**src/sv/itrd_pkg.sv**
```systemverilog
`default_nettype none

package itrd_pkg;

  localparam int VALUE_WIDTH = 32;
  localparam int STEP_BITS   = 8;
  localparam int DIV_CYCLES  = VALUE_WIDTH / STEP_BITS;
  localparam int STEP_CNT_W  = (DIV_CYCLES > 1) ? $clog2(DIV_CYCLES) : 1;
  localparam int DIGIT_CNT_W = $clog2(VALUE_WIDTH + 1);
  localparam int DIGIT_IDX_W = $clog2(VALUE_WIDTH);

  localparam int RADIX_W   = 5;
  localparam int DIGIT_W   = 4;
  localparam int SYMBOL_W  = 8;
  localparam int ALPHA_W   = 64;
  localparam int CFG_DATA_W  = 64;
  localparam int CFG_INDEX_W = 2;

  localparam logic [RADIX_W-1:0]  MIN_RADIX   = 5'd2;
  localparam logic [RADIX_W-1:0]  MAX_RADIX   = 5'd16;
  localparam logic [RADIX_W-1:0]  RADIX_RESET = 5'd10;
  localparam logic [SYMBOL_W-1:0] MINUS_SIGN  = 8'h2D;

  typedef enum logic [CFG_INDEX_W-1:0] {
    CFG_RADIX        = 2'd0,
    CFG_SYMBOLS_LOW  = 2'd1,
    CFG_SYMBOLS_HIGH = 2'd2
  } cfg_index_t;

  typedef enum logic [2:0] {
    ST_IDLE   = 3'b001,
    ST_DIVIDE = 3'b010,
    ST_EMIT   = 3'b100
  } state_t;

  function automatic logic [SYMBOL_W-1:0] symbol_of(
    input logic [DIGIT_W-1:0] digit,
    input logic [ALPHA_W-1:0] lo,
    input logic [ALPHA_W-1:0] hi
  );
    logic [2*ALPHA_W-1:0] alphabet;
    alphabet = {hi, lo};
    return alphabet[{digit, 3'b000} +: SYMBOL_W];
  endfunction

endpackage

`default_nettype wire

```
**src/sv/integer_to_radix_digits_unit.sv**
```systemverilog
// Converts one signed value into its characters, most significant first.
// The divider works out eight quotient bits per cycle for each digit, and the
// first character is loaded once every digit of the value has been found.
// A new value is taken only after the last character of the previous one is
// loaded, so output stalls also hold the input.
// Reset is synchronous: radix returns to 10, both alphabets to zero,
// and the digit store needs no clearing.
`default_nettype none

module integer_to_radix_digits_unit (
  input  wire logic                                clk,
  input  wire logic                                rst,
  input  wire logic                                cfg_write,
  input  wire logic [itrd_pkg::CFG_INDEX_W-1:0]    cfg_index,
  input  wire logic [itrd_pkg::CFG_DATA_W-1:0]     cfg_data,
  input  wire logic                                in_valid,
  output      logic                                in_stall,
  input  wire logic signed [itrd_pkg::VALUE_WIDTH-1:0] value,
  output      logic                                out_valid,
  input  wire logic                                out_stall,
  output      logic [itrd_pkg::SYMBOL_W-1:0]       symbol,
  output      logic                                is_last
);

  itrd_pkg::state_t state;

  logic [itrd_pkg::RADIX_W-1:0]     radix;
  logic [itrd_pkg::ALPHA_W-1:0]     symbols_low;
  logic [itrd_pkg::ALPHA_W-1:0]     symbols_high;
  logic [itrd_pkg::RADIX_W-1:0]     radix_eff;

  logic [itrd_pkg::VALUE_WIDTH-1:0] remaining_magnitude;
  logic [itrd_pkg::DIGIT_W-1:0]     remainder;
  logic [itrd_pkg::STEP_CNT_W-1:0]  step_cnt;
  logic [itrd_pkg::DIGIT_W-1:0]     digit_store [itrd_pkg::VALUE_WIDTH];
  logic [itrd_pkg::DIGIT_CNT_W-1:0] digit_count;
  logic [itrd_pkg::DIGIT_CNT_W-1:0] count_m1;
  logic                             negative_flag;

  logic [itrd_pkg::VALUE_WIDTH-1:0] magnitude_next;
  logic [itrd_pkg::DIGIT_W-1:0]     remainder_next;
  logic [itrd_pkg::RADIX_W-1:0]     trial;
  logic                             qbit;
  logic                             in_take;
  logic                             out_load;
  logic                             last_step;

  always_comb begin
    if (radix < itrd_pkg::MIN_RADIX) begin
      radix_eff = itrd_pkg::MIN_RADIX;
    end else if (radix > itrd_pkg::MAX_RADIX) begin
      radix_eff = itrd_pkg::MAX_RADIX;
    end else begin
      radix_eff = radix;
    end
  end

  // Restoring long division by the radix, a slice of quotient bits per cycle.
  always_comb begin
    magnitude_next = remaining_magnitude;
    remainder_next = remainder;
    trial          = '0;
    qbit           = 1'b0;
    for (int b = 0; b < itrd_pkg::STEP_BITS; b++) begin
      trial = {remainder_next, magnitude_next[itrd_pkg::VALUE_WIDTH-1]};
      if (trial >= radix_eff) begin
        trial = trial - radix_eff;
        qbit  = 1'b1;
      end else begin
        qbit  = 1'b0;
      end
      remainder_next = trial[itrd_pkg::DIGIT_W-1:0];
      magnitude_next = {magnitude_next[itrd_pkg::VALUE_WIDTH-2:0], qbit};
    end
  end

  assign in_stall  = (state != itrd_pkg::ST_IDLE);
  assign in_take   = in_valid && !in_stall;
  assign out_load  = (state == itrd_pkg::ST_EMIT) && (!out_valid || !out_stall);
  assign last_step = (step_cnt == itrd_pkg::STEP_CNT_W'(itrd_pkg::DIV_CYCLES - 1));
  assign count_m1  = digit_count - itrd_pkg::DIGIT_CNT_W'(1);

  always_ff @(posedge clk) begin
    if (rst) begin
      radix        <= itrd_pkg::RADIX_RESET;
      symbols_low  <= '0;
      symbols_high <= '0;
    end else if (cfg_write) begin
      case (cfg_index)
        itrd_pkg::CFG_RADIX:        radix        <= cfg_data[itrd_pkg::RADIX_W-1:0];
        itrd_pkg::CFG_SYMBOLS_LOW:  symbols_low  <= cfg_data;
        itrd_pkg::CFG_SYMBOLS_HIGH: symbols_high <= cfg_data;
        default: ;
      endcase
    end
  end

  always_ff @(posedge clk) begin
    if ((state == itrd_pkg::ST_DIVIDE) && last_step) begin
      digit_store[digit_count[itrd_pkg::DIGIT_IDX_W-1:0]] <= remainder_next;
    end
  end

  always_ff @(posedge clk) begin
    if (out_load) begin
      if (negative_flag) begin
        symbol  <= itrd_pkg::MINUS_SIGN;
        is_last <= 1'b0;
      end else begin
        symbol  <= itrd_pkg::symbol_of(digit_store[count_m1[itrd_pkg::DIGIT_IDX_W-1:0]],
                                       symbols_low, symbols_high);
        is_last <= (digit_count == itrd_pkg::DIGIT_CNT_W'(1));
      end
    end
  end

  always_ff @(posedge clk) begin
    if (rst) begin
      state               <= itrd_pkg::ST_IDLE;
      remaining_magnitude <= '0;
      remainder           <= '0;
      step_cnt            <= '0;
      digit_count         <= '0;
      negative_flag       <= 1'b0;
      out_valid           <= 1'b0;
    end else begin
      if (out_load) begin
        out_valid <= 1'b1;
      end else if (!out_stall) begin
        out_valid <= 1'b0;
      end

      case (state)
        itrd_pkg::ST_IDLE: begin
          if (in_take) begin
            negative_flag       <= value[itrd_pkg::VALUE_WIDTH-1];
            remaining_magnitude <= value[itrd_pkg::VALUE_WIDTH-1] ?
                                   (~value + itrd_pkg::VALUE_WIDTH'(1)) : value;
            remainder           <= '0;
            step_cnt            <= '0;
            digit_count         <= '0;
            state               <= itrd_pkg::ST_DIVIDE;
          end
        end
        itrd_pkg::ST_DIVIDE: begin
          remaining_magnitude <= magnitude_next;
          if (last_step) begin
            step_cnt    <= '0;
            remainder   <= '0;
            digit_count <= digit_count + itrd_pkg::DIGIT_CNT_W'(1);
            if (magnitude_next == '0) begin
              state <= itrd_pkg::ST_EMIT;
            end
          end else begin
            step_cnt  <= step_cnt + itrd_pkg::STEP_CNT_W'(1);
            remainder <= remainder_next;
          end
        end
        itrd_pkg::ST_EMIT: begin
          if (out_load) begin
            if (negative_flag) begin
              negative_flag <= 1'b0;
            end else begin
              digit_count <= count_m1;
              if (digit_count == itrd_pkg::DIGIT_CNT_W'(1)) begin
                state <= itrd_pkg::ST_IDLE;
              end
            end
          end
        end
        default: begin
          state <= itrd_pkg::ST_IDLE;
        end
      endcase
    end
  end

endmodule

`default_nettype wire

```
**config.mk**
```make
export PLATFORM = sky130hd
export DESIGN_NAME = integer_to_radix_digits_unit
export DESIGN_NICKNAME = d
export VERILOG_FILES = /design/src/sv/itrd_pkg.sv /design/src/sv/integer_to_radix_digits_unit.sv
export SDC_FILE = /design/constraint.sdc
export NUM_CORES = 1
export LEC_CHECK = 0
export BUFFER_PORTS_ARGS = -buffer_cell sky130_fd_sc_hd__buf_2
export CAP_MARGIN = 20
export CORE_ASPECT_RATIO = 2
export CORE_MARGIN = 8
export CORE_UTILIZATION = 58
export CTS_CLUSTER_SIZE = 25
export DETAILED_ROUTE_END_ITERATION = 10
export PLACE_DENSITY = 0.77
export SYNTH_ARGS = -nofsm -noshare
export SYNTH_HDL_FRONTEND = slang
export SYNTH_SLANG_ARGS = --single-unit
```
**constraint.sdc**
```tcl
create_clock -name clk -period 15.88 [get_ports clk]
set_input_delay 3.176 -clock clk [delete_from_list [all_inputs] [get_ports clk]]
set_output_delay 3.176 -clock clk [all_outputs]
set_load 0.05 [all_outputs]
```
Yosys cells after proc, flatten, opt, wreduce, memory -nomap -nowiden
Memory sizes are Yosys's and may differ from the RTL's.
Index checks and enable logic that the tools add are counted.
{"block": "totals", "register_bits": 191, "ram_bits": 128, "in_bits": 103, "out_inout_bits": 11, "word_cells": 117, "mem_count": 1}
{"memory": "digit_store", "words": 32, "width": 4, "rd": 1, "rd_clocked_by_memory_dff": 0, "wr": 1, "line": "integer_to_radix_digits_unit.sv:35", "rtl": "logic [itrd_pkg::DIGIT_W-1:0] digit_store [itrd_pkg::VALUE_WIDTH];"}
{"block": "classes", "addsub": 12, "n_lt_le_gt_ge": 10, "eq_ne": 15, "shift": 1, "muxes": 46, "n_bitwise": 1, "n_reduce_logical": 19}
{"operator": "$shiftx 128x8->8", "n": 1}
{"operator": "$mux 32", "n": 2}
{"operator": "$pmux 32 s2", "n": 1}
{"operator": "$ge 5x5->1", "n": 8}
{"operator": "$mux 4", "n": 10}
{"operator": "$add 32x2->32 const B", "n": 1}
{"operator": "$logic_not 32->1", "n": 1}
{"operator": "$not 32->32", "n": 1}
{"operator": "$sub 4x4->4", "n": 8}
{"operator": "$mux 6", "n": 4}
{"operator": "$mux 3", "n": 6}
{"operator": "$pmux 6 s3", "n": 1}
{"operator": "$mux 1", "n": 14}
{"operator": "$mux 5", "n": 2}
{"operator": "$pmux 3 s3", "n": 1}
{"operator": "$ne 2x2->1 const B", "n": 4}
{"operator": "$pmux 4 s2", "n": 1}
{"operator": "$reduce_and 2->1", "n": 4}
{"operator": "$add 6x1->6 const B", "n": 1}
{"operator": "$eq 6x1->1 const B", "n": 1}
{"operator": "$ne 2x1->1 const B", "n": 3}
{"operator": "$reduce_and 6->1", "n": 1}
{"operator": "$sub 6x1->6 const B", "n": 1}
{"operator": "$gt 5x5->1 const B", "n": 1}
{"operator": "19 further kinds", "n": 26}

Logic depth before layout (Yosys ltp)
Gate-level depths: netlist (run 1).
{"block": "logic_depth", "word_depth": 23, "mapped_depth": 60, "depth_no_buf": 56}

Least setup slack after synthesis (run 1)
OpenSTA, ideal clock, no wires.
{"block": "synth_path", "kind": "reg2reg", "start": "register radix[2] in the netlist's numbering", "end": "memory digit_store[0][0] in the netlist's numbering (data pin)", "setup_ns": 0.392, "arrival_time_ns": 12.693, "required_ns": 15.488, "slack_ns": 2.794, "stages_incl_launch_ff": 57, "synth_period_minus_slack_ns": 13.086, "path_cell_list": "dfxtp_1 nor2_1 o21ai_0 ha_1 a21o_1 a21o_1 a21o_1 a21o_1 a21oi_1 ha_1 a21o_1 a21o_1 a21o_1 a21o_1 clkbuf_1 mux2i_1 ha_1 a21o_1 [21 not listed] a21o_1 clkbuf_1 mux2i_1 ha_1 nor2b_1 o21ai_0 a31oi_1 o21ai_0 nand2b_1 clkbuf_1 mux2i_1 ha_1 a21o_1 a21o_1 a21o_1 a21o_1 clkbuf_1 mux2i_1"}
{"block": "synth_between", "elab_chain_cells": 19, "word_cells_on_any_way": 28, "cone_classes": "add/sub (8); order compare (10); mux (10)"}
{"item": "from (decl)", "line": "integer_to_radix_digits_unit.sv:27", "rtl": "logic [itrd_pkg::RADIX_W-1:0] radix;"}
{"item": "from (signal assigned)", "line": "integer_to_radix_digits_unit.sv:85", "rtl": "radix <= itrd_pkg::RADIX_RESET;"}
{"item": "from (signal assigned)", "line": "integer_to_radix_digits_unit.sv:90", "rtl": "itrd_pkg::CFG_RADIX: radix <= cfg_data[itrd_pkg::RADIX_W-1:0];"}
{"item": "$gt 5x5->1", "line": "integer_to_radix_digits_unit.sv:51", "rtl": "end else if (radix > itrd_pkg::MAX_RADIX) begin"}
{"item": "$mux 5", "line": "integer_to_radix_digits_unit.sv:51"}
{"item": "$mux 5 *", "line": "integer_to_radix_digits_unit.sv:49", "rtl": "if (radix < itrd_pkg::MIN_RADIX) begin"}
{"item": "$sub 4x4->4 or $ge 5x5->1 (tied branches)", "line": "integer_to_radix_digits_unit.sv:67, integer_to_radix_digits_unit.sv:66"}
{"item": "$mux 4", "line": "integer_to_radix_digits_unit.sv:66", "rtl": "if (trial >= radix_eff) begin"}
{"item": "$sub 4x4->4 or $ge 5x5->1 (tied branches)", "line": "integer_to_radix_digits_unit.sv:67, integer_to_radix_digits_unit.sv:66"}
{"item": "$mux 4", "line": "integer_to_radix_digits_unit.sv:66"}
{"item": "$sub 4x4->4 or $ge 5x5->1 (tied branches)", "line": "integer_to_radix_digits_unit.sv:67, integer_to_radix_digits_unit.sv:66"}
{"item": "[4 not listed]"}
{"item": "$mux 4", "line": "integer_to_radix_digits_unit.sv:66"}
{"item": "$sub 4x4->4 or $ge 5x5->1 (tied branches)", "line": "integer_to_radix_digits_unit.sv:67, integer_to_radix_digits_unit.sv:66"}
{"item": "$mux 4", "line": "integer_to_radix_digits_unit.sv:66"}
{"item": "$sub 4x4->4 or $ge 5x5->1 (tied branches)", "line": "integer_to_radix_digits_unit.sv:67, integer_to_radix_digits_unit.sv:66"}
{"item": "$mux 4", "line": "integer_to_radix_digits_unit.sv:66"}
{"item": "$ge 5x5->1", "line": "integer_to_radix_digits_unit.sv:66"}
{"item": "$mux 4 *", "line": "integer_to_radix_digits_unit.sv:66"}
{"item": "named net trial, one bit", "line": "integer_to_radix_digits_unit.sv:42", "rtl": "logic [itrd_pkg::RADIX_W-1:0] trial;"}
{"item": "to (decl)", "line": "integer_to_radix_digits_unit.sv:35"}
The timed path passes the listed nets; every way through them passes the cells marked *.

Final worst setup path (run 1)
{"block": "layout_path", "start": "register radix[4] in the netlist's numbering", "end": "memory digit_store[3][1] in the netlist's numbering (data pin)"}
{"block": "layout_between", "elab_chain_cells": 19, "word_cells_on_any_way": 28, "cone_classes": "add/sub (8); order compare (10); mux (10)"}
{"item": "$gt 5x5->1", "line": "integer_to_radix_digits_unit.sv:51"}
{"item": "$mux 5", "line": "integer_to_radix_digits_unit.sv:51"}
{"item": "$mux 5 *", "line": "integer_to_radix_digits_unit.sv:49"}
{"item": "$sub 4x4->4 or $ge 5x5->1 (tied branches)", "line": "integer_to_radix_digits_unit.sv:67, integer_to_radix_digits_unit.sv:66"}
{"item": "$mux 4", "line": "integer_to_radix_digits_unit.sv:66"}
{"item": "$sub 4x4->4 or $ge 5x5->1 (tied branches)", "line": "integer_to_radix_digits_unit.sv:67, integer_to_radix_digits_unit.sv:66"}
{"item": "$mux 4", "line": "integer_to_radix_digits_unit.sv:66"}
{"item": "$sub 4x4->4 or $ge 5x5->1 (tied branches)", "line": "integer_to_radix_digits_unit.sv:67, integer_to_radix_digits_unit.sv:66"}
{"item": "[4 not listed]"}
{"item": "$mux 4", "line": "integer_to_radix_digits_unit.sv:66"}
{"item": "$sub 4x4->4 or $ge 5x5->1 (tied branches)", "line": "integer_to_radix_digits_unit.sv:67, integer_to_radix_digits_unit.sv:66"}
{"item": "$mux 4", "line": "integer_to_radix_digits_unit.sv:66"}
{"item": "$ge 5x5->1 or $sub 4x4->4 (tied branches)", "line": "integer_to_radix_digits_unit.sv:66, integer_to_radix_digits_unit.sv:67"}
{"item": "$mux 4", "line": "integer_to_radix_digits_unit.sv:66"}
{"item": "$sub 4x4->4 or $ge 5x5->1 (tied branches)", "line": "integer_to_radix_digits_unit.sv:67, integer_to_radix_digits_unit.sv:66"}
{"item": "$mux 4 *", "line": "integer_to_radix_digits_unit.sv:66"}
{"item": "named net trial, one bit", "line": "integer_to_radix_digits_unit.sv:42"}
Marks and branches as above.

==> results of run 1 <==
[cell usage after synthesis (3+ instances only)]
library cell / n / area [um2]
a211o_1: 3 / 26.3
buf_2: 3 / 15.0
or4_1: 8 / 60.1
ha_1: 47 / 588
clkbuf_1: 74 / 278
or3_1: 5 / 31.3
o21ai_1: 3 / 15.0
o21ai_0: 24 / 120
o41ai_1: 6 / 52.6
a211oi_1: 27 / 203
nor4_1: 10 / 62.6
buf_1: 12 / 45.0
mux2i_1: 75 / 751
nand3b_1: 6 / 45.0
edfxtp_1: 137 / 4110
inv_1: 35 / 131
a31oi_1: 3 / 18.8
o21a_1: 3 / 22.5
xnor2_1: 12 / 105
buf_4: 3 / 22.5
mux2_2: 7 / 78.8
nor2b_1: 4 / 25.0
a21o_1: 40 / 300
and2_1: 3 / 18.8
nor2_1: 122 / 458
xor2_1: 35 / 307
buf_8: 3 / 45.0
dfxtp_1: 182 / 3640
a222oi_1: 8 / 80.1
a221oi_1: 6 / 52.6
mux4_2: 40 / 901
nand2b_1: 17 / 106
nor3_1: 9 / 45.0
nand2_1: 312 / 1170
buf_6: 3 / 33.8
nand3_1: 17 / 85.1
a21oi_1: 197 / 986
fa_1: 8 / 160
a22oi_1: 22 / 165
o31ai_1: 14 / 105
[registers in the layout, summed over array words and instances (netlist names)]
register             flops
negative_flag            1
remaining_magnitude     32
symbols_low             64
state                    3
step_cnt                 2
digit_count              6
digit_store            128
out_valid                1
remainder                4
symbol                   8
is_last                  1
radix                    5
symbols_high            64
[worst max-delay path: cells and delay by family (launching register included)]
family                   cells  cell delay, ns
buffers and inverters        2            0.45
AO/OA/AOI/OAI               35            8.02
flip-flops                   1            0.30
multiplexers                 5            1.77
AND/OR/NAND/NOR              4            0.68
adder cells (fa/ha/maj)      8            2.54
[cell usage in the layout (no fill, tap or decap), types with 7 or more instances in the layout]
| cell type | count |
|---|---|
| a211oi_1 | 27 |
| a21o_1 | 40 |
| a21oi_1 | 197 |
| a222oi_1 | 8 |
| a22oi_1 | 22 |
| buf_2 | 112 |
| buf_4 | 21 |
| clkbuf_1 | 7 |
| clkbuf_16 | 30 |
| dfxtp_1 | 181 |
| edfxtp_1 | 137 |
| fa_1 | 8 |
| ha_1 | 47 |
| inv_1 | 35 |
| mux2_2 | 7 |
| mux2i_1 | 73 |
| mux4_2 | 40 |
| nand2_1 | 312 |
| nand2b_1 | 17 |
| nand3_1 | 17 |
| nor2_1 | 120 |
| nor3_1 | 9 |
| nor4_1 | 10 |
| o21ai_0 | 23 |
| o31ai_1 | 14 |
| or4_1 | 8 |
| xnor2_1 | 12 |
| xor2_1 | 35 |
[kinds of logic after synthesis]
kind of cell / share of synthesized area, %
AND/OR/NAND/NOR: 14.0
AO/OA/AOI/OAI: 14.6
flip-flops: 49.3
buffers and inverters: 3.63
multiplexers: 11.0
adder cells (fa/ha/maj): 4.76
XOR/XNOR: 2.72
[area by class of cell]
| class | instances | area share, % |
|---|---|---|
| repair buffers | 134 | 4.20 |
| multi-input cells | 1123 | 42.8 |
| flip-flops and latches | 319 | 44.7 |
| well taps | 348 | 2.51 |
| inverters | 35 | 0.756 |
| clock inverters | 12 | 0.475 |
| clock buffers | 39 | 4.63 |
[worst paths after layout]
kind	from	endpoint	slack, ns	cells past startpoint
setup / recovery	radix[4]	digit_store[3][1]	1.75	54
hold / removal	symbols_high[31]	symbols_high[31]	0.45	2
setup reg to reg	radix[4]	digit_store[3][1]	1.75	54
hold reg to reg	symbols_high[31]	symbols_high[31]	0.45	2
[metal layers]
metal,vias up,share of wire (%),global-route usage (%)
met4,0,7.6,18.3
met1,5910,34,24.9
met2,424,53,45.1
met5,-,0,0
met3,118,4.6,2.63
li1,5777,-,-
[metrics by stage]
stage	area, um2	util, %	std cells
2_1_floorplan	15700	-	1575
3_3_place_gp	16500	61.4	1957
3_5_place_dp	16500	61.4	1957
4_1_cts	17400	64.7	2008
5_1_grt	17400	64.8	2010
6_report	17400	64.8	2010
==> metrics.txt, run 1 <==
# TYPE chip_impl_metric gauge
chip_impl_metric{name="cts_hold_buf",unit=""} 0
chip_impl_metric{name="grt_pass1_wl",unit="mm"} 65.3
chip_impl_metric{name="netlist_area",unit="um2"} 15700
chip_impl_metric{name="ys.warnings.count",unit=""} 0
chip_impl_info{name="timing.setup.critical_path_class",value="flip-flop to flip-flop"} 1
chip_impl_metric{name="antenna_cells_inserted",unit=""} 0
chip_impl_metric{name="final-hold-violation-count",unit=""} 0
chip_impl_metric{name="cts.repair.resized",unit=""} 0
chip_impl_metric{name="hold_slack",unit="ns"} 0.453
chip_impl_metric{name="grt_start_max_net_pins",unit=""} 97
chip_impl_metric{name="ys_ff_latch",unit=""} 319
chip_impl_metric{name="worstSkewPairLatency",unit="ns"} 0.57
chip_impl_metric{name="ant_nets",unit=""} 0
chip_impl_metric{name="floorplan.rows",unit=""} 85
chip_impl_metric{name="drv_slew",unit=""} 0
chip_impl_metric{name="layout.filler_cells",unit=""} 2107
chip_impl_info{name="dominantRegCellSynth",value="dfxtp_1"} 1
chip_impl_metric{name="io-pin-count",unit=""} 114
chip_impl_info{name="rsz0062_at_grt",value="false"} 1
chip_impl_metric{name="synthesis.nets",unit=""} 1733
chip_impl_metric{name="cts_num_sinks",unit=""} 319
chip_impl_metric{name="cp_max_fo",unit=""} 32
chip_impl_metric{name="area_growth_syn_to_layout",unit="%"} 10.4
chip_impl_metric{name="max_slew_margin",unit="%"} 31.2
chip_impl_metric{name="fp.dieArea",unit="um2"} 33000
chip_impl_info{name="worstHoldPathType",value="flip-flop to flip-flop"} 1
chip_impl_metric{name="initial_utilization",unit="%"} 58.7
chip_impl_metric{name="finalWorstSetupSlack",unit="ns"} 1.75
chip_impl_metric{name="clk_pin_slew_worst_paths",unit="ns"} 0.06
chip_impl_metric{name="detail_route.vias_per_cell",unit=""} 6.08
chip_impl_metric{name="fp.coreArea",unit="um2"} 26800
chip_impl_metric{name="multi_input_comb_area",unit="um2"} 7430
chip_impl_metric{name="sum_of_routed_wire_length_over_all_layers",unit="mm"} 41.3
chip_impl_info{name="critical_path.startpoint_type",value="flip-flop"} 1
chip_impl_metric{name="total_congestion_overflow",unit=""} 0
chip_impl_metric{name="post-dp-hpwl",unit="mm"} 29.3
chip_impl_metric{name="first_global_vias",unit=""} 12200
chip_impl_metric{name="ctsLongestPathBuffers",unit=""} 3
chip_impl_metric{name="ff_latch_area",unit="um2"} 7760
chip_impl_metric{name="fin_crit",unit="ns"} 14.13
chip_impl_metric{name="combined_global_route_utilization_of_all_metal_layers",unit="%"} 24.5
chip_impl_metric{name="cts_inserted_buffers",unit=""} 28
chip_impl_info{name="cts.root.buffer_cell",value="clkbuf_16"} 1
chip_impl_metric{name="tightestPinTransition",unit="ns"} 1.03
chip_impl_metric{name="num_vias",unit=""} 12200
chip_impl_metric{name="required",unit="ns"} 16.11
chip_impl_metric{name="setup_skew",unit="ns"} 0.0232
chip_impl_info{name="setup.worst_path.end_class",value="flip-flop"} 1
chip_impl_info{name="worst_path_most_repeated_cell",value="a21o_1"} 1
chip_impl_metric{name="gp_congestion",unit=""} 0.921
chip_impl_metric{name="ctsHtreeMaxLevel",unit=""} 1
chip_impl_metric{name="maxClockFrequency",unit="MHz"} 70.8
chip_impl_metric{name="cap_viol_max_count",unit=""} 0
chip_impl_metric{name="cts_setup_buffers",unit=""} 0
chip_impl_info{name="run_status",value="finished, final reports clean"} 1
chip_impl_metric{name="fin_setup_tns",unit="ns"} 0
chip_impl_metric{name="wl_per_cell",unit="um"} 20.5
chip_impl_metric{name="async_reset_ff_share",unit="%"} 0
chip_impl_metric{name="syn-mean-instance-area",unit="um2"} 9.99
chip_impl_metric{name="cp_slowest_stage_delay",unit="ns"} 0.77
chip_impl_metric{name="finish.net_count",unit=""} 1799
chip_impl_metric{name="critical_path_arrival",unit="ns"} 14.36
chip_impl_info{name="crit_path_top_delay_cell",value="o21a_1"} 1
chip_impl_metric{name="finalSetupViolCount",unit=""} 0
chip_impl_metric{name="die_width",unit="um"} 132
chip_impl_metric{name="remaining_design_rule_violation_count",unit=""} 0
chip_impl_metric{name="dr.first_iter.drc_count",unit=""} 976
chip_impl_metric{name="synth_cells",unit=""} 1575
chip_impl_metric{name="portBuffers",unit=""} 113
chip_impl_metric{name="ys_types",unit=""} 64
chip_impl_metric{name="number_of_antenna_violations_at_the_first_check_in_global_routing",unit=""} 0
chip_impl_metric{name="fin_crit_sh",unit="%"} 89.0
chip_impl_info{name="cts_tree",value="built"} 1
chip_impl_metric{name="layout-drive-gt1-share",unit="%"} 14.2
chip_impl_metric{name="proportion_of_synthesized_chip_area_in_sequential_cells",unit="%"} 49.3
chip_impl_metric{name="pre_cts_ws",unit="ns"} 1.89
chip_impl_metric{name="chipHeight",unit="um"} 249
chip_impl_metric{name="drt_pass1_iterations",unit=""} 9
chip_impl_metric{name="number_of_synthesized_flops_with_an_enable_pin",unit=""} 137
Power of run 1 is not shown: default switching activity piles up to over one toggle a cycle in this logic, so the estimate is an artifact.
==> inputs of run 2 (changes only) <==
--- a/config.mk
+++ b/config.mk
@@ -5,14 +5,15 @@
 export SDC_FILE = /design/constraint.sdc
 export NUM_CORES = 1
 export LEC_CHECK = 0
+export ABC_AREA = 1
 export BUFFER_PORTS_ARGS = -buffer_cell sky130_fd_sc_hd__buf_2
 export CAP_MARGIN = 20
 export CORE_ASPECT_RATIO = 2
 export CORE_MARGIN = 8
-export CORE_UTILIZATION = 58
+export CORE_UTILIZATION = 61
 export CTS_CLUSTER_SIZE = 25
 export DETAILED_ROUTE_END_ITERATION = 10
-export PLACE_DENSITY = 0.77
+export PLACE_DENSITY = 0.8
 export SYNTH_ARGS = -nofsm -noshare
 export SYNTH_HDL_FRONTEND = slang
 export SYNTH_SLANG_ARGS = --single-unit
==> run 2 against run 1 <==
Register-to-register slack improved by 0.33 ns; synthesized area is 3.8% higher; largest cell class unchanged; via count grew 20%; maximum frequency increased by 2.4%; sequential cell count unchanged; worst setup slack improved by 0.33 ns; first-iteration DRC count grew 20%; synthesized cell count grew 30%; critical path depth increased by 14; wire length is 19% higher; global-route usage up 5.1 points.
==> metrics.txt, run 2 <==
# TYPE chip_impl_metric gauge
chip_impl_metric{name="fin_crit_sh",unit="%"} 86.9
chip_impl_metric{name="synth_cells",unit=""} 2049
chip_impl_metric{name="grt_start_max_net_pins",unit=""} 106
chip_impl_metric{name="finish.net_count",unit=""} 2259
chip_impl_metric{name="area_growth_syn_to_layout",unit="%"} 9.51
chip_impl_metric{name="number_of_synthesized_flops_with_an_enable_pin",unit=""} 137
chip_impl_metric{name="fp.coreArea",unit="um2"} 26300
chip_impl_metric{name="layout-drive-gt1-share",unit="%"} 10.3
chip_impl_metric{name="drv_slew",unit=""} 0
chip_impl_metric{name="drt_pass1_iterations",unit=""} 8
chip_impl_info{name="worstHoldPathType",value="flip-flop to flip-flop"} 1
chip_impl_info{name="most_common_cell_after_layout_fill_and_taps_aside",value="nand2_1"} 1
chip_impl_metric{name="first_global_vias",unit=""} 14400
chip_impl_metric{name="ys.warnings.count",unit=""} 0
chip_impl_metric{name="ant_nets",unit=""} 0
chip_impl_metric{name="ctsLongestPathBuffers",unit=""} 3
chip_impl_metric{name="required",unit="ns"} 16.26
chip_impl_metric{name="finalSetupViolCount",unit=""} 0
chip_impl_metric{name="worstSkewPairLatency",unit="ns"} 0.55
chip_impl_metric{name="ys_types",unit=""} 51
chip_impl_metric{name="detail_route.vias_per_cell",unit=""} 5.96
chip_impl_metric{name="proportion_of_synthesized_chip_area_in_sequential_cells",unit="%"} 47.5
chip_impl_info{name="yosysMostFrequentCell",value="nand2_1"} 1
chip_impl_metric{name="tightestPinTransition",unit="ns"} 1.05
chip_impl_metric{name="cts.repair.resized",unit=""} 0
chip_impl_info{name="timing.setup.critical_path_class",value="flip-flop to flip-flop"} 1
chip_impl_metric{name="groute.layer.met3.usage",unit="%"} 3.82
chip_impl_info{name="worstReg2RegStart",value="radix[1]"} 1
chip_impl_info{name="rsz0062_at_grt",value="false"} 1
chip_impl_metric{name="fp.dieArea",unit="um2"} 32600
chip_impl_info{name="endpoint_of_the_worst_setup_timing_path",value="digit_store[0][3]"} 1
chip_impl_metric{name="post-synth-top-area-fraction",unit="%"} 25.2
chip_impl_metric{name="cp_slowest_stage_delay",unit="ns"} 0.56
chip_impl_metric{name="synthesis.nets",unit=""} 2207
chip_impl_info{name="dominantRegCellSynth",value="dfxtp_1"} 1
chip_impl_metric{name="layout.filler_cells",unit=""} 2164
chip_impl_metric{name="regToRegSetupSlack",unit="ns"} 2.08
chip_impl_metric{name="critical_path_arrival",unit="ns"} 14.17
chip_impl_info{name="critical_path.startpoint_type",value="flip-flop"} 1
chip_impl_metric{name="ctsHtreeMaxLevel",unit=""} 1
chip_impl_info{name="worstSetupStartpoint",value="radix[1]"} 1
chip_impl_metric{name="globalRouteMet2Util",unit="%"} 56.3
chip_impl_metric{name="grt_pass1_wl",unit="mm"} 75.8
chip_impl_metric{name="async_reset_ff_share",unit="%"} 0
chip_impl_metric{name="die_width",unit="um"} 132
chip_impl_metric{name="final-hold-violation-count",unit=""} 0
chip_impl_metric{name="num_vias",unit=""} 14700
chip_impl_metric{name="floorplan.rows",unit=""} 84
chip_impl_metric{name="syn-mean-instance-area",unit="um2"} 7.97
chip_impl_metric{name="groute.layer.met1.usage",unit="%"} 27.8
chip_impl_metric{name="number_of_antenna_violations_at_the_first_check_in_global_routing",unit=""} 2
chip_impl_metric{name="gp_congestion",unit=""} 0.994
chip_impl_metric{name="remaining_design_rule_violation_count",unit=""} 0
chip_impl_metric{name="portBuffers",unit=""} 113
chip_impl_metric{name="fin_crit",unit="ns"} 13.80
chip_impl_metric{name="setup_skew",unit="ns"} 0.0193
chip_impl_metric{name="cap_viol_max_count",unit=""} 0
chip_impl_metric{name="reg2reg_depth",unit=""} 68
chip_impl_metric{name="cts_num_sinks",unit=""} 319
chip_impl_info{name="cts.root.buffer_cell",value="clkbuf_16"} 1
chip_impl_metric{name="total_congestion_overflow",unit=""} 0
chip_impl_info{name="yosys-top-cells-area",value="edfxtp_1, dfxtp_1, nand2_1"} 1
chip_impl_metric{name="cp_max_fo",unit=""} 20
chip_impl_metric{name="cts_hold_buf",unit=""} 0
chip_impl_metric{name="fin_setup_tns",unit="ns"} 0
chip_impl_metric{name="chipHeight",unit="um"} 247
chip_impl_metric{name="cts_inserted_buffers",unit=""} 27
chip_impl_metric{name="place.detailed.instances",unit=""} 2415
chip_impl_metric{name="post-dp-hpwl",unit="mm"} 35.7
chip_impl_metric{name="fin_area",unit="um2"} 17900
chip_impl_info{name="crit_path_top_delay_cell",value="and2_1"} 1
chip_impl_metric{name="combined_global_route_utilization_of_all_metal_layers",unit="%"} 29.6
chip_impl_metric{name="io-pin-count",unit=""} 114
chip_impl_info{name="synth_top_area_cell",value="edfxtp_1"} 1
chip_impl_info{name="worst_path_most_repeated_cell",value="nand2_1"} 1
chip_impl_metric{name="ys_ff_latch",unit=""} 319
chip_impl_metric{name="cts_setup_buffers",unit=""} 0
chip_impl_metric{name="netlist_area",unit="um2"} 16300
chip_impl_metric{name="hold_slack",unit="ns"} 0.454
chip_impl_metric{name="detailed_place.area",unit="um2"} 16900
chip_impl_metric{name="sum_of_routed_wire_length_over_all_layers",unit="mm"} 49.3
chip_impl_metric{name="max_slew_margin",unit="%"} 29.5
chip_impl_info{name="run_status",value="finished, final reports clean"} 1
chip_impl_info{name="cts_tree",value="built"} 1
chip_impl_metric{name="dr.first_iter.drc_count",unit=""} 1169
chip_impl_metric{name="wl_per_cell",unit="um"} 20.0
chip_impl_metric{name="clk_pin_slew_worst_paths",unit="ns"} 0.08
chip_impl_info{name="synth.cells.most_frequent",value="nand2_1, nand3_1, o21ai_0"} 1
chip_impl_metric{name="initial_utilization",unit="%"} 62.1
chip_impl_info{name="grt_most_used_layer",value="met2"} 1
chip_impl_info{name="setup.worst_path.end_class",value="flip-flop"} 1
chip_impl_metric{name="maxClockFrequency",unit="MHz"} 72.5
chip_impl_metric{name="layout.cells.non_filler",unit=""} 2465
chip_impl_metric{name="largest_register_ff_count",unit=""} 128
chip_impl_info{name="r2r_end",value="digit_store[0][3]"} 1
chip_impl_info{name="most-common-layout-cells",value="nand2_1, nand3_1, o21ai_0, a21oi_1, inv_1"} 1
[run 2: cell count changes in the layout (fill, tap and decap cells not counted), sizes merged, moves of 12 or more]
cell    before  now
nand3       17  249
o21ai       27  221
inv         35  200
nand2      312  406
mux2i       75    0
nor2       122  168
mux4        40    0
a21o        40    1
xor2        35    8
a211oi      27    6
a22oi       22    4
nand2b      17    0
o211ai       2   16
o31ai       14    2
[run 2: cell type report]
| class | count | area, um2 | area share, % |
|---|---|---|---|
| Tap cell | 344 | 430 | 2.41 |
| Multi-Input combinational cell | 1420 | 7280 | 40.8 |
| Clock inverter | 9 | 96.3 | 0.539 |
| Sequential cell | 319 | 7760 | 43.4 |
| Clock buffer | 39 | 825 | 4.61 |
| Timing Repair Buffer | 132 | 716 | 4.00 |
| Antenna cell | 1 | 2.50 | 0.0140 |
| Inverter | 201 | 761 | 4.26 |
[run 2: critical path: cells and delay by family, from the launching register on]
| kind | cells | cell delay (ns) |
|---|---|---|
| AND/OR/NAND/NOR | 27 | 3.17 |
| AO/OA/AOI/OAI | 25 | 6.29 |
| adder cells (fa/ha/maj) | 8 | 2.76 |
| flip-flops | 1 | 0.33 |
| buffers and inverters | 8 | 1.02 |
[run 2: kinds of logic (layout without fill, tap and decap cells)]
group                      after synthesis  in the layout  synth area share [%]
DFF                                    319            319                  47.5
AOI/OAI and AO/OA                      481            481                  15.9
xor gates and xnor gates                22             22                  1.18
adders and majority gates               55             55                  4.58
and+or+nand+nor                        862            862                  22.9
buffers and inverters                  310            381                  7.96
other                                    0              1                     0
[run 2: how the worst min path moves through the flow]
| stage | slack (ns) | end | depth (start not counted) | start |
|---|---|---|---|---|
| detailed placement | 0.44 | symbols_high[12] | 2 | symbols_high[12] |
| floorplan | 0.42 | symbols_low[50] | 2 | symbols_low[50] |
| finish | 0.45 | symbols_low[60] | 2 | symbols_low[60] |
| CTS | 0.45 | symbols_high[61] | 2 | symbols_high[61] |
| global placement | 0.44 | symbols_low[53] | 2 | symbols_low[53] |
| global route | 0.47 | symbols_low[55] | 2 | symbols_low[55] |
[run 2: per-layer routing]
layer,share of wire (%),up-vias
met5,0.026,-
met4,8.4,2
met3,5.6,210
met2,54,616
met1,32,6837
li1,-,7027
[run 2: metrics by stage]
step,setup slack (ns),util [%]
floorplan,3.48,-
global placement,2.69,64.4
detailed placement,2.10,64.4
CTS,2.02,68.0
global route,0.749,68.0
finish,2.08,68.0
Power of run 2 is left out for the same reason.
